[src/rtl/sfcd_pkg.sv]
// Package: shared types, constants and the CRC-8 byte update for the frame decoder.
`timescale 1ns / 1ps

package sfcd_pkg;

  localparam logic [7:0] CRC_INIT = 8'hFF;
  localparam logic [7:0] CRC_POLY = 8'h31;

  // byte positions inside the 7-byte frame
  localparam logic [2:0] IDX_STATUS = 3'd0;
  localparam logic [2:0] IDX_HUM_HI = 3'd1;
  localparam logic [2:0] IDX_HUM_MID = 3'd2;
  localparam logic [2:0] IDX_SPLIT = 3'd3;
  localparam logic [2:0] IDX_TEMP_MID = 3'd4;
  localparam logic [2:0] IDX_TEMP_LO = 3'd5;
  localparam logic [2:0] IDX_CRC = 3'd6;

  localparam logic [13:0] HUM_SCALE = 14'd10000;
  localparam logic [14:0] TEMP_SCALE = 15'd20000;
  localparam logic [14:0] TEMP_OFFSET = 15'd5000;

  localparam int QUEUE_DEPTH = 2;
  localparam int QUEUE_AW = $clog2(QUEUE_DEPTH);

  // one completed frame, as handed from the front to the back
  typedef struct packed {
    logic [7:0]  status_byte;
    logic [19:0] humidity_raw;
    logic [19:0] temperature_raw;
    logic        frame_error;
  } frame_rec_t;

  typedef struct packed {
    logic not_empty;
    logic full;
  } q_status_t;

  typedef struct packed {
    logic               push;
    logic               pop;
  } q_ctrl_t;

  function automatic logic [7:0] crc8_byte(input logic [7:0] crc, input logic [7:0] b);
    logic [7:0] c;
    c = crc ^ b;
    for (int i = 0; i < 8; i++) begin
      if (c[7]) begin
        c = {c[6:0], 1'b0} ^ CRC_POLY;
      end else begin
        c = {c[6:0], 1'b0};
      end
    end
    return c;
  endfunction

endpackage

[src/rtl/sfcd_if.sv]
// Interfaces: byte input channel and decoded result channel.
`timescale 1ns / 1ps

interface sfcd_in_if;
  logic       valid;
  logic       ready;
  logic [7:0] rx_byte;
  logic       frame_start;

  modport source (output valid, output rx_byte, output frame_start, input ready);
  modport sink (input valid, input rx_byte, input frame_start, output ready);
endinterface

interface sfcd_out_if;
  logic               valid;
  logic               ready;
  logic [7:0]         status_byte;
  logic               busy_res;
  logic               calibrated;
  logic [19:0]        humidity_raw;
  logic [19:0]        temperature_raw;
  logic [13:0]        humidity_centi;
  logic signed [14:0] temperature_centi;
  logic               frame_error;

  modport source (output valid, output status_byte, output busy_res, output calibrated,
                  output humidity_raw, output temperature_raw, output humidity_centi,
                  output temperature_centi, output frame_error, input ready);
  modport sink (input valid, input status_byte, input busy_res, input calibrated,
                input humidity_raw, input temperature_raw, input humidity_centi,
                input temperature_centi, input frame_error, output ready);
endinterface

[src/rtl/sfcd_queue.sv]
// Short FIFO of completed frame records between the front and back parts.
`timescale 1ns / 1ps

module sfcd_queue (
  input  logic                 clk,
  input  logic                 rst_n,
  input  sfcd_pkg::q_ctrl_t    ctrl,
  input  sfcd_pkg::frame_rec_t wr_rec,
  output sfcd_pkg::frame_rec_t rd_rec,
  output sfcd_pkg::q_status_t  status
);

  localparam logic [sfcd_pkg::QUEUE_AW-1:0] LAST_PTR =
    sfcd_pkg::QUEUE_AW'(sfcd_pkg::QUEUE_DEPTH - 1);
  localparam logic [sfcd_pkg::QUEUE_AW:0] FULL_CNT =
    (sfcd_pkg::QUEUE_AW + 1)'(sfcd_pkg::QUEUE_DEPTH);

  sfcd_pkg::frame_rec_t             mem_r [sfcd_pkg::QUEUE_DEPTH];
  logic [sfcd_pkg::QUEUE_AW-1:0]    wr_ptr_r, wr_ptr_nxt;
  logic [sfcd_pkg::QUEUE_AW-1:0]    rd_ptr_r, rd_ptr_nxt;
  logic [sfcd_pkg::QUEUE_AW:0]      cnt_r, cnt_nxt;

  always_comb begin
    wr_ptr_nxt = wr_ptr_r;
    rd_ptr_nxt = rd_ptr_r;
    cnt_nxt    = cnt_r;
    if (ctrl.push) begin
      wr_ptr_nxt = (wr_ptr_r == LAST_PTR) ? '0 : wr_ptr_r + 1'b1;
    end
    if (ctrl.pop) begin
      rd_ptr_nxt = (rd_ptr_r == LAST_PTR) ? '0 : rd_ptr_r + 1'b1;
    end
    unique case ({ctrl.push, ctrl.pop})
      2'b10:   cnt_nxt = cnt_r + 1'b1;
      2'b01:   cnt_nxt = cnt_r - 1'b1;
      default: cnt_nxt = cnt_r;
    endcase
  end

  always_ff @(posedge clk) begin
    if (!rst_n) begin
      wr_ptr_r <= '0;
      rd_ptr_r <= '0;
      cnt_r    <= '0;
    end else begin
      wr_ptr_r <= wr_ptr_nxt;
      rd_ptr_r <= rd_ptr_nxt;
      cnt_r    <= cnt_nxt;
    end
  end

  always_ff @(posedge clk) begin
    if (ctrl.push) begin
      mem_r[wr_ptr_r] <= wr_rec;
    end
  end

  assign rd_rec           = mem_r[rd_ptr_r];
  assign status.not_empty = (cnt_r != '0);
  assign status.full      = (cnt_r == FULL_CNT);

endmodule

[src/rtl/sfcd_front.sv]
// Front part: takes frame bytes, runs the CRC and assembles the raw fields.
`timescale 1ns / 1ps

module sfcd_front (
  input  logic                 clk,
  input  logic                 rst_n,
  sfcd_in_if.sink              in_ch,
  input  sfcd_pkg::q_status_t  q_stat,
  output logic                 push,
  output sfcd_pkg::frame_rec_t rec
);

  logic [2:0]  byte_idx_r, byte_idx_nxt;
  logic [7:0]  crc_r, crc_nxt;
  logic [7:0]  status_r, status_nxt;
  logic [19:0] hum_r, hum_nxt;
  logic [19:0] temp_r, temp_nxt;
  logic        accept;
  logic [2:0]  idx;
  logic [7:0]  crc_cur;
  logic [7:0]  b;

  assign in_ch.ready = !q_stat.full;
  assign accept      = in_ch.valid && in_ch.ready;
  assign b           = in_ch.rx_byte;

  // a start mark restarts the count and CRC before this byte is used
  assign idx     = in_ch.frame_start ? sfcd_pkg::IDX_STATUS : byte_idx_r;
  assign crc_cur = in_ch.frame_start ? sfcd_pkg::CRC_INIT : crc_r;

  assign push                = accept && (idx == sfcd_pkg::IDX_CRC);
  assign rec.status_byte     = status_r;
  assign rec.humidity_raw    = hum_r;
  assign rec.temperature_raw = temp_r;
  assign rec.frame_error     = (crc_cur != b);

  always_comb begin
    byte_idx_nxt = byte_idx_r;
    crc_nxt      = crc_r;
    status_nxt   = status_r;
    hum_nxt      = hum_r;
    temp_nxt     = temp_r;
    if (accept) begin
      if (idx == sfcd_pkg::IDX_CRC) begin
        byte_idx_nxt = sfcd_pkg::IDX_STATUS;
        crc_nxt      = sfcd_pkg::CRC_INIT;
      end else begin
        byte_idx_nxt = idx + 3'd1;
        crc_nxt      = sfcd_pkg::crc8_byte(crc_cur, b);
        unique case (idx)
          sfcd_pkg::IDX_STATUS:   status_nxt = b;
          sfcd_pkg::IDX_HUM_HI:   hum_nxt[19:12] = b;
          sfcd_pkg::IDX_HUM_MID:  hum_nxt[11:4] = b;
          sfcd_pkg::IDX_SPLIT: begin
            hum_nxt[3:0]    = b[7:4];
            temp_nxt[19:16] = b[3:0];
          end
          sfcd_pkg::IDX_TEMP_MID: temp_nxt[15:8] = b;
          default:                temp_nxt[7:0] = b;
        endcase
      end
    end
  end

  always_ff @(posedge clk) begin
    if (!rst_n) begin
      byte_idx_r <= sfcd_pkg::IDX_STATUS;
      crc_r      <= sfcd_pkg::CRC_INIT;
    end else begin
      byte_idx_r <= byte_idx_nxt;
      crc_r      <= crc_nxt;
    end
  end

  always_ff @(posedge clk) begin
    status_r <= status_nxt;
    hum_r    <= hum_nxt;
    temp_r   <= temp_nxt;
  end

endmodule

[src/rtl/sfcd_back.sv]
// Back part: scales raw values in a multiply stage and holds the result register.
`timescale 1ns / 1ps

module sfcd_back (
  input  logic                 clk,
  input  logic                 rst_n,
  input  sfcd_pkg::q_status_t  q_stat,
  input  sfcd_pkg::frame_rec_t q_rec,
  output logic                 pop,
  sfcd_out_if.source           out_ch
);

  logic                 s1_v_r, s1_v_nxt;
  sfcd_pkg::frame_rec_t s1_rec_r;
  logic [13:0]          s1_hum_r;
  logic [14:0]          s1_temp_r;
  logic                 s1_adv;
  logic [33:0]          hum_prod;
  logic [34:0]          temp_prod;

  logic                 out_v_r, out_v_nxt;
  sfcd_pkg::frame_rec_t out_rec_r;
  logic [13:0]          out_hum_r;
  logic [14:0]          out_temp_r;

  assign s1_adv = s1_v_r && (!out_v_r || out_ch.ready);
  assign pop    = q_stat.not_empty && (!s1_v_r || s1_adv);

  assign hum_prod  = 34'(q_rec.humidity_raw) * 34'(sfcd_pkg::HUM_SCALE);
  assign temp_prod = 35'(q_rec.temperature_raw) * 35'(sfcd_pkg::TEMP_SCALE);

  always_comb begin
    s1_v_nxt = s1_v_r;
    if (pop) begin
      s1_v_nxt = 1'b1;
    end else if (s1_adv) begin
      s1_v_nxt = 1'b0;
    end
    out_v_nxt = out_v_r;
    if (s1_adv) begin
      out_v_nxt = 1'b1;
    end else if (out_ch.ready) begin
      out_v_nxt = 1'b0;
    end
  end

  always_ff @(posedge clk) begin
    if (!rst_n) begin
      s1_v_r  <= 1'b0;
      out_v_r <= 1'b0;
    end else begin
      s1_v_r  <= s1_v_nxt;
      out_v_r <= out_v_nxt;
    end
  end

  always_ff @(posedge clk) begin
    if (pop) begin
      s1_rec_r  <= q_rec;
      s1_hum_r  <= hum_prod[33:20];
      s1_temp_r <= temp_prod[34:20];
    end
    if (s1_adv) begin
      out_rec_r  <= s1_rec_r;
      out_hum_r  <= s1_hum_r;
      out_temp_r <= s1_temp_r - sfcd_pkg::TEMP_OFFSET;
    end
  end

  assign out_ch.valid             = out_v_r;
  assign out_ch.status_byte       = out_rec_r.status_byte;
  assign out_ch.busy_res          = out_rec_r.status_byte[7];
  assign out_ch.calibrated        = out_rec_r.status_byte[4] && out_rec_r.status_byte[3];
  assign out_ch.humidity_raw      = out_rec_r.humidity_raw;
  assign out_ch.temperature_raw   = out_rec_r.temperature_raw;
  assign out_ch.humidity_centi    = out_hum_r;
  assign out_ch.temperature_centi = $signed(out_temp_r);
  assign out_ch.frame_error       = out_rec_r.frame_error;

endmodule

[src/rtl/sensor_frame_crc_decoder.sv]
// Top level: sensor response frame decoder with CRC-8 check and unit scaling.
`timescale 1ns / 1ps

// Usage:
//   in_ch  : one response byte per transaction (rx_byte), frame_start marks
//            byte 0 and restarts the count and the CRC at any point.
//   out_ch : one transaction per completed 7-byte frame carrying status,
//            raw humidity/temperature, scaled values and frame_error.
//   Throughput: one byte per cycle, sustained; the front takes a byte every
//   cycle while the 2-entry frame queue is not full.
//   Path: after the transaction of byte 6, a frame passes queue ->
//   multiply stage -> output register before out_ch.valid rises.
//   The CRC (poly 0x31, init 0xFF) is unrolled, one byte per cycle when a
//   byte is taken; the scaling multipliers sit in their own registered stage.
//   Reset (rst_n low, synchronous): byte count to 0, CRC to 0xFF, queue and
//   result stages empty.
//   Stall: a result held on out_ch waits until out_ch.ready; meanwhile the
//   multiply stage and the queue absorb up to three frames, and in_ch.ready
//   drops only when the queue is full.

module sensor_frame_crc_decoder (
  input  logic        clk,
  input  logic        rst_n,
  sfcd_in_if.sink     in_ch,
  sfcd_out_if.source  out_ch
);

  sfcd_pkg::q_status_t  q_stat;
  sfcd_pkg::q_ctrl_t    q_ctrl;
  sfcd_pkg::frame_rec_t push_rec;
  sfcd_pkg::frame_rec_t pop_rec;
  logic                 push;
  logic                 pop;

  assign q_ctrl.push = push;
  assign q_ctrl.pop  = pop;

  // front: byte classification, CRC, field assembly
  sfcd_front u_front (
    .clk    (clk),
    .rst_n  (rst_n),
    .in_ch  (in_ch),
    .q_stat (q_stat),
    .push   (push),
    .rec    (push_rec)
  );

  // decoupling queue of finished frames
  sfcd_queue u_queue (
    .clk    (clk),
    .rst_n  (rst_n),
    .ctrl   (q_ctrl),
    .wr_rec (push_rec),
    .rd_rec (pop_rec),
    .status (q_stat)
  );

  // back: scaling and output register
  sfcd_back u_back (
    .clk    (clk),
    .rst_n  (rst_n),
    .q_stat (q_stat),
    .q_rec  (pop_rec),
    .pop    (pop),
    .out_ch (out_ch)
  );

  // a frame is queued only on an accepted byte that is not a start mark
  a_push_src: assert property (@(posedge clk) disable iff (!rst_n)
    push |-> (in_ch.valid && in_ch.ready && !in_ch.frame_start))
    else $error("frame queued without a valid final byte");

  a_no_overflow: assert property (@(posedge clk) disable iff (!rst_n)
    !(push && q_stat.full))
    else $error("queue written while full");

  a_no_underflow: assert property (@(posedge clk) disable iff (!rst_n)
    pop |-> q_stat.not_empty)
    else $error("queue read while empty");

  // a queued frame shows up at the back by the next cycle
  a_queue_seen: assert property (@(posedge clk) disable iff (!rst_n)
    push |=> q_stat.not_empty)
    else $error("queued frame lost");

endmodule

[src/flat_wrapper.sv]
// flat-port wrapper written by rule: the top's interface ports become plain ports
module sensor_frame_crc_decoder_flat 
  (clk, rst_n, in_ch_valid, in_ch_rx_byte, in_ch_frame_start, in_ch_ready, out_ch_valid, out_ch_status_byte, out_ch_busy_res, out_ch_calibrated, out_ch_humidity_raw, out_ch_temperature_raw, out_ch_humidity_centi, out_ch_temperature_centi, out_ch_frame_error, out_ch_ready);
  sfcd_in_if in_ch_i ();
  sfcd_out_if out_ch_i ();
  input  logic clk;
  input  logic rst_n;
  input wire logic [$bits(in_ch_i.valid)-1:0] in_ch_valid;
  input wire logic [$bits(in_ch_i.rx_byte)-1:0] in_ch_rx_byte;
  input wire logic [$bits(in_ch_i.frame_start)-1:0] in_ch_frame_start;
  output wire logic [$bits(in_ch_i.ready)-1:0] in_ch_ready;
  output wire logic [$bits(out_ch_i.valid)-1:0] out_ch_valid;
  output wire logic [$bits(out_ch_i.status_byte)-1:0] out_ch_status_byte;
  output wire logic [$bits(out_ch_i.busy_res)-1:0] out_ch_busy_res;
  output wire logic [$bits(out_ch_i.calibrated)-1:0] out_ch_calibrated;
  output wire logic [$bits(out_ch_i.humidity_raw)-1:0] out_ch_humidity_raw;
  output wire logic [$bits(out_ch_i.temperature_raw)-1:0] out_ch_temperature_raw;
  output wire logic [$bits(out_ch_i.humidity_centi)-1:0] out_ch_humidity_centi;
  output wire logic [$bits(out_ch_i.temperature_centi)-1:0] out_ch_temperature_centi;
  output wire logic [$bits(out_ch_i.frame_error)-1:0] out_ch_frame_error;
  input wire logic [$bits(out_ch_i.ready)-1:0] out_ch_ready;
  assign in_ch_i.valid = in_ch_valid;
  assign in_ch_i.rx_byte = in_ch_rx_byte;
  assign in_ch_i.frame_start = in_ch_frame_start;
  assign in_ch_ready = in_ch_i.ready;
  assign out_ch_valid = out_ch_i.valid;
  assign out_ch_status_byte = out_ch_i.status_byte;
  assign out_ch_busy_res = out_ch_i.busy_res;
  assign out_ch_calibrated = out_ch_i.calibrated;
  assign out_ch_humidity_raw = out_ch_i.humidity_raw;
  assign out_ch_temperature_raw = out_ch_i.temperature_raw;
  assign out_ch_humidity_centi = out_ch_i.humidity_centi;
  assign out_ch_temperature_centi = out_ch_i.temperature_centi;
  assign out_ch_frame_error = out_ch_i.frame_error;
  assign out_ch_i.ready = out_ch_ready;
  sensor_frame_crc_decoder u_core (.clk(clk), .rst_n(rst_n), .in_ch(in_ch_i), .out_ch(out_ch_i));
endmodule
[config.mk]
export PLATFORM = sky130hd
export DESIGN_NAME = sensor_frame_crc_decoder_flat
export DESIGN_NICKNAME = d
export VERILOG_FILES = /design/src/rtl/sfcd_pkg.sv /design/src/rtl/sfcd_if.sv /design/src/rtl/sfcd_queue.sv /design/src/rtl/sfcd_front.sv /design/src/rtl/sfcd_back.sv /design/src/rtl/sensor_frame_crc_decoder.sv /design/src/flat_wrapper.sv
export SDC_FILE = /design/constraint.sdc
export NUM_CORES = 1
export LEC_CHECK = 0
export BUFFER_PORTS_ARGS = -buffer_cell sky130_fd_sc_hd__buf_2
export CORE_ASPECT_RATIO = 1.75
export CORE_MARGIN = 5
export CORE_UTILIZATION = 30
export DETAILED_ROUTE_END_ITERATION = 7
export GPL_TIMING_DRIVEN = 0
export PLACE_DENSITY = 0.53
export SYNTH_ARGS = -nofsm -noshare
export SYNTH_HDL_FRONTEND = slang
export SYNTH_HIERARCHICAL = 1
export SYNTH_SLANG_ARGS = --single-unit
[constraint.sdc]
create_clock -name clk -period 11.4 [get_ports clk]
set_clock_uncertainty 0.2 [all_clocks]
set_input_delay 2.28 -clock clk [delete_from_list [all_inputs] [get_ports clk]]
set_output_delay 2.28 -clock clk [all_outputs]
set_load 0.01 [all_outputs]
After elaboration in Yosys (flattened, before gate mapping)

Memory sizes are Yosys's and may differ from the RTL's. A register that Yosys moved wholly into a read port is not among the register bits.
Index checks and enable logic that the tools add are counted.

Memories kept: 1
Register bits: 221
Word-level logic and storage cells: 114
Memory bits (writable): 98
Output and inout port bits: 82

Bitwise gates (word level): 11
Equal/unequal tests: 9
Multipliers: 2
Muxes and demuxes: 37
$add $sub $neg: 6
Reductions and logical operators: 22

Memory list:

| name                 | depth | bits a word | rd ports | clocked after memory_dff | wr ports | line             | RTL |
|---|---|---|---|---|---|---|---|
| u_core.u_queue.mem_r | 2     | 49          | 1        | 1                        | 1        | sfcd_queue.sv:18 | `sfcd_pkg::frame_rec_t mem_r [sfcd_pkg::QUEUE_DEPTH];` |

Operator list:

| cell                                                                   | number |
|---|---|
| 8-bit 2-to-1 mux                                                       | 16 |
| 20-bit by 10-bit multiplier with 30-bit output (second input constant) | 2 |
| 6-bit 2-to-1 mux                                                       | 8 |
| 3-bit inverter                                                         | 8 |
| 3-bit AND reduction                                                    | 6 |
| 15-bit by 13-bit subtractor with 15-bit output (second input constant) | 1 |
| 1-bit 2-to-1 mux                                                       | 10 |
| 8-bit != test                                                          | 1 |
| 2-bit nonzero test                                                     | 4 |
| 8-bit bitwise XOR                                                      | 1 |
| 3-bit by 2-bit == test with 1-bit output (second input constant)       | 2 |
| 3-bit == test (second input constant)                                  | 2 |
| 3-bit 2-to-1 mux                                                       | 2 |
| 1-bit logical AND                                                      | 5 |
| 5-bit OR reduction                                                     | 1 |
| 2-bit == test (second input constant)                                  | 2 |
| 2-bit case mux with 2 select lines                                     | 1 |
| 3-bit by 1-bit adder with 3-bit output (second input constant)         | 1 |
| 3-bit by 1-bit == test with 1-bit output (second input constant)       | 1 |
| 1-bit zero test                                                        | 3 |
| 3-bit zero test                                                        | 1 |
| 1-bit adder (second input constant)                                    | 2 |
| 2-bit by 1-bit adder with 2-bit output (second input constant)         | 1 |
| 2-bit by 1-bit == test with 1-bit output (second input constant)       | 1 |
| other kinds (3)                                                        | 5 |

Longest topological paths before layout

Depth after elaboration: 33
Depth in mapped cells: 20
Gate-level depth less buffers: 18

Hierarchy

The synthesis kept the hierarchy.

By module, submodules not included:

| module     | seq. area each (µm²) | instances | area each (µm²) | cells each |
|---|---|---|---|---|
| sfcd_back  | 4724.5               | 1         | 10862.9         | 863 |
| sfcd_queue | 3042.9               | 1         | 3743.6          | 174 |
| sfcd_front | 1661.6               | 1         | 2357.3          | 160 |

Worst setup path before layout

No wires, ideal clock.

Kind: input to register
Start: input port out_ch_ready
End: register u_core/u_queue/cnt_r[1] in the netlist's numbering
Cell stages on the path: 5
Data arrival time: 9611 ps
Setup slack: 1519 ps
Buffers on the path: 0
Cell sequence: nor2b_1 a21boi_0 ha_1 or3_1 a21boi_1

Cells in the longest elaborated chain, start to end: 6
Elaborated cells between the ends (all ways): 8
Those cells by class: 2 x eq/ne; 1 x mux; 5 x reduce/logical

Ends and longest elaborated chain:

| item                                                                             | line                           | RTL |
|---|---|---|
| start: declaration                                                               | flat_wrapper.sv:21             | `input wire logic [$bits(out_ch_i.ready)-1:0] out_ch_ready;` |
| 1-bit logical OR *                                                               | sfcd_back.sv:26                | `assign s1_adv = s1_v_r && (!out_v_r \|\| out_ch.ready);` |
| 1-bit logical AND *                                                              | sfcd_back.sv:26                |  |
| 1-bit logical OR *                                                               | sfcd_back.sv:27                | `assign pop = q_stat.not_empty && (!s1_v_r \|\| s1_adv);` |
| 1-bit logical AND *                                                              | sfcd_back.sv:27                |  |
| net u_core.pop                                                                   | sensor_frame_crc_decoder.sv:33 | `logic pop;` |
| 2-bit by 1-bit == test with 1-bit output / 2-bit == test (equally long branches) | sfcd_queue.sv:33               | `unique case ({ctrl.push, ctrl.pop})` |
| 2-bit case mux with 2 select lines / 2-bit nonzero test (equally long branches)  | --                             |  |
| end signal: assignment                                                           | sfcd_queue.sv:48               | `cnt_r <= cnt_nxt;` |
| end: declaration                                                                 | sfcd_queue.sv:21               | `logic [sfcd_pkg::QUEUE_AW:0] cnt_r, cnt_nxt;` |

Mark *: on every way through the listed nets, which the timed path passes. The rest lies on a longest branch.
A chain may end at the register's enable or synchronous reset.

==> results by group <==
Detailed routing
  • DRC Markers: 0
  • Post-DR wirelength/cell: 16.16 um
  • Pre-antenna DRT Iters: 4
  • Initial DRC Count: 370
  • Routed WL: 33250 um
  • Post-route antenna net violation count: 0
  • Routed via count: 9199
  • Via/cell ratio: 4.470

Layout
  • Area of the multi-input gates: 6648 um2
  • Nets: 1599
  • Layout Area Growth over Synthesis: 14.74%
  • Share of cells above drive strength 1: 16.45%
  • Sequential cell area: 9429 um2
  • Antenna fix cells: 0
  • Filler cells: 5500
  • Final instance area: 19460 um2

Timing
  • Highest clock rate: 0.1730 GHz
  • Unrepaired setup endpoints after global routing: no
  • Slew Viols, Final: 0
  • Final setup violation count: 0
  • Tightest Pin Transition: 1.176 ns
  • Post-layout minimum cycle time: 5.782 ns
  • Setup TNS: 0 ns
  • Period Utilization, post-route: 50.72%
  • Final hold violations: 0
  • Slew margin rel.: 21.15%

Place
  • Placed cell area: 18490 um2
  • Gpl congestion: 0.8073
  • Buffers on Ports: 93
  • HPWL Detailed: 24890 um

Global routing
  • Vias in the first global route: 9990
  • Largest net degree at the start of global routing: 37
  • GR Overflow Total: 0
  • First-pass GRT wire length: 53810 um
  • Initial antenna violation count: 2
  • Gr usage total: 10.96%

Pwr
  • Switching pwr: 523.3 uW
  • Seq pwr share: 53.5%
  • Cell Int Power: 1.890 mW
  • Logic pwr share: 5.3%
  • Leakage: 7.946 nW
  • Sw Share: 21.68%
  • Peak supply drop: 0.1082 mV
  • Clock power frac: 41.3%
  • Power Dens Cells: 124.0 nW/um2

Clock network
  • Inserted Clock Buffers: 31
  • Resized cells post-CTS: 0
  • CTS tree: yes
  • Worst-path clk slew: 0.06 ns
  • # Post-CTS Setup Buffers: 0
  • Root buf cell: clkbuf_16
  • Longest Clk Path Bufs: 3
  • Post-CTS Hold Buffers: 0
  • H-tree levels: 1
  • # clock sinks: 320
  • Clk Latency, worst-skew pair: 0.59 ns

Critical path
  • Worst Path Required: 11.54 ns
  • Startpoint types: flip-flop
  • Crit Path Max Fanout: 10
  • CP arrival: 5.92 ns
  • CP endpoint kind: flip-flop
  • Critical setup path kind: reg -> reg

Floorplanning
  • Core Rows: 115
  • Core Area: 56120 um2
  • Die height: 324.6 um
  • Die W: 189.8 um
  • Initial Util: 30.23%
  • Ports: 95
  • Total Die Area: 61590 um2

Outcome
  • Outcome: completed

Flow run
  • # Max-Cap Violations: 0

Min path
  • Hold Path Class: reg -> reg

Synth
  • Avg Synthesized Cell Area: 14.17 um2
  • #FFs+latches synth: 320
  • Cells after synthesis: 1197
  • Cell Area, Synth: 16960 um2
  • Distinct cells, synth: 64
  • Ys async rst share: 0%
  • Syn nets: 1465
  • Most used DFF post-synth: edfxtp_1
  • Syn. warnings: 6
  • EDFF count, synth: 302
  • Post-synthesis sequential area ratio: 55.58%
-- power groups by stage --
stage	sequential, mW	combinational (mW)	clock (mW)
6_report	1.29	0.127	0.997
3_5_place_dp	1.32	0.128	0
2_1_floorplan	1.31	0.0954	0
5_1_grt	1.29	0.144	1.08
4_1_cts	1.29	0.129	1.05
3_3_place_gp	1.32	0.126	0
-- synthesized netlist by cell type, types with 4 or more instances --
master,number,area [um2]
fa_1,92,1842
nand3_1,11,55.05
nor2b_1,6,37.54
mux2_2,49,551.8
a21oi_1,39,195.2
ha_1,163,2039
a31oi_1,8,50.05
o21bai_1,7,52.55
nor3_1,9,45.04
o21ai_0,23,115.1
inv_1,225,844.6
o31ai_1,5,37.54
xor2_1,22,192.7
a211oi_1,7,52.55
nor2_1,35,131.4
buf_2,5,25.02
nand2b_1,10,62.56
or3_1,5,31.28
edfxtp_1,302,9069
o211ai_1,5,37.54
o2111ai_1,5,43.79
xnor3_1,4,90.09
xnor2_1,28,245.2
a21o_1,9,67.56
o21a_1,6,45.04
nand4_1,7,43.79
nand2_1,31,116.4
dfxtp_1,18,360.4
and2_1,7,43.79
a22oi_1,4,30.03
-- worst max-delay path: stages, from the launching register on --
cell and delay (ns):
dfxtp_1 0.36, buf_4 0.24, buf_4 0.23, mux2_2 0.39, inv_1 0.23, fa_1 0.47
inv_1 0.07, ha_1 0.24, fa_1 0.48, ha_1 0.29, inv_1 0.05, fa_1 0.50
inv_1 0.04, ha_1 0.38, a21oi_1 0.21, nand2_1 0.08, a21oi_1 0.18, nand3_1 0.19
a31o_2 0.32, nor4b_1 0.27, nor3_1 0.10
-- layer usage --
metal / vias up / wire length (um) / global-route usage (%)
met1: 4533 / 13070 / 12.32
met3: 57 / 1237 / 1.697
met4: 4 / 952 / 3.966
li1: 4460 / - / -
met2: 145 / 17950 / 20.69
met5: - / 34 / 0
-- state kept, by name (all words and copies together), names as in the netlist, 2 cells and up, named ones only --
| signal | cells |
|---|---|
| u_core/u_front/crc_r | 8 |
| u_core/u_front/byte_idx_r | 3 |
| u_core/u_back/out_ch.humidity_centi | 14 |
| u_core/u_front/temp_r | 20 |
| u_core/u_back/out_ch.humidity_raw | 20 |
| u_core/u_back/out_ch.temperature_centi | 15 |
| u_core/u_back/s1_hum_r | 14 |
| u_core/u_back/s1_temp_r | 15 |
| u_core/u_back/out_ch.status_byte | 8 |
| u_core/u_queue/cnt_r | 2 |
| u_core/u_back/s1_rec_r | 49 |
| u_core/u_queue/mem_r | 98 |
| u_core/u_front/status_r | 8 |
| u_core/u_front/hum_r | 20 |
| u_core/u_back/out_ch.temperature_raw | 20 |
-- per-stage QoR --
step                      hold slack [ns]  setup slack, ns  power, mW  util, %  std cells
after floorplan                    0.2003            1.519      1.409        -       1197
after global placement             0.2028           -2.817      1.441    32.62       1992
after detailed placement           0.2045            5.602      1.443    32.95       1999
after CTS                          0.2186            5.576      2.465    34.67       2057
after global routing               0.2255            5.312      2.516    34.68       2058
final                              0.2182            5.618      2.413    34.68       2058
-- cell type report --
class,instances,share of cell area (%)
Timing Repair Buffer,101,3.227
Inverter,225,4.339
Tap cell,702,4.513
Buffer,12,0.3600
Clock inverter,16,0.7650
Multi-Input combinational cell,640,34.15
Sequential cell,320,48.44
Clock buffer,42,4.198
-- cells in the final DEF (no fill, tap or decap), drive strengths merged, types with 9 or more instances in the layout --
master	count
fa	92
edfxtp	302
a211oi	10
ha	163
nand2b	10
mux2	49
nor2	36
o21ai	26
nor3	9
a21oi	40
clkbuf	45
dfxtp	18
nand3	11
a21o	9
nand2	31
clkinv	11
buf	110
xor2	22
inv	227
xnor2	28
-- worst paths after layout --
check	end	start	cells past startpoint	slack [ns]
worst max-delay path	u_core/u_back/s1_hum_r[11]	flip-flop	20	5.62
worst min-delay path	u_core/u_back/out_ch.temperature_raw[8]	u_core/u_back/s1_rec_r[9]	0	0.22
worst max register to register	u_core/u_back/s1_hum_r[11]	flip-flop	20	5.62
worst min register to register	u_core/u_back/out_ch.temperature_raw[8]	u_core/u_back/s1_rec_r[9]	0	0.22
-- kinds of logic (layout without fill, tap and decap cells) --
| logic type | count (synthesis) | in the layout | share of synthesized area, % |
|---|---|---|---|
| compound gates | 140 | 140 | 5.502 |
| xor+xnor | 54 | 54 | 3.113 |
| fa+ha+maj | 255 | 255 | 22.88 |
| buf+inv | 237 | 396 | 5.392 |
| flops | 320 | 320 | 55.58 |
| mux | 49 | 49 | 3.253 |
| simple gates | 142 | 142 | 4.278 |
No activity file was read; power rests on OpenSTA's default activity.
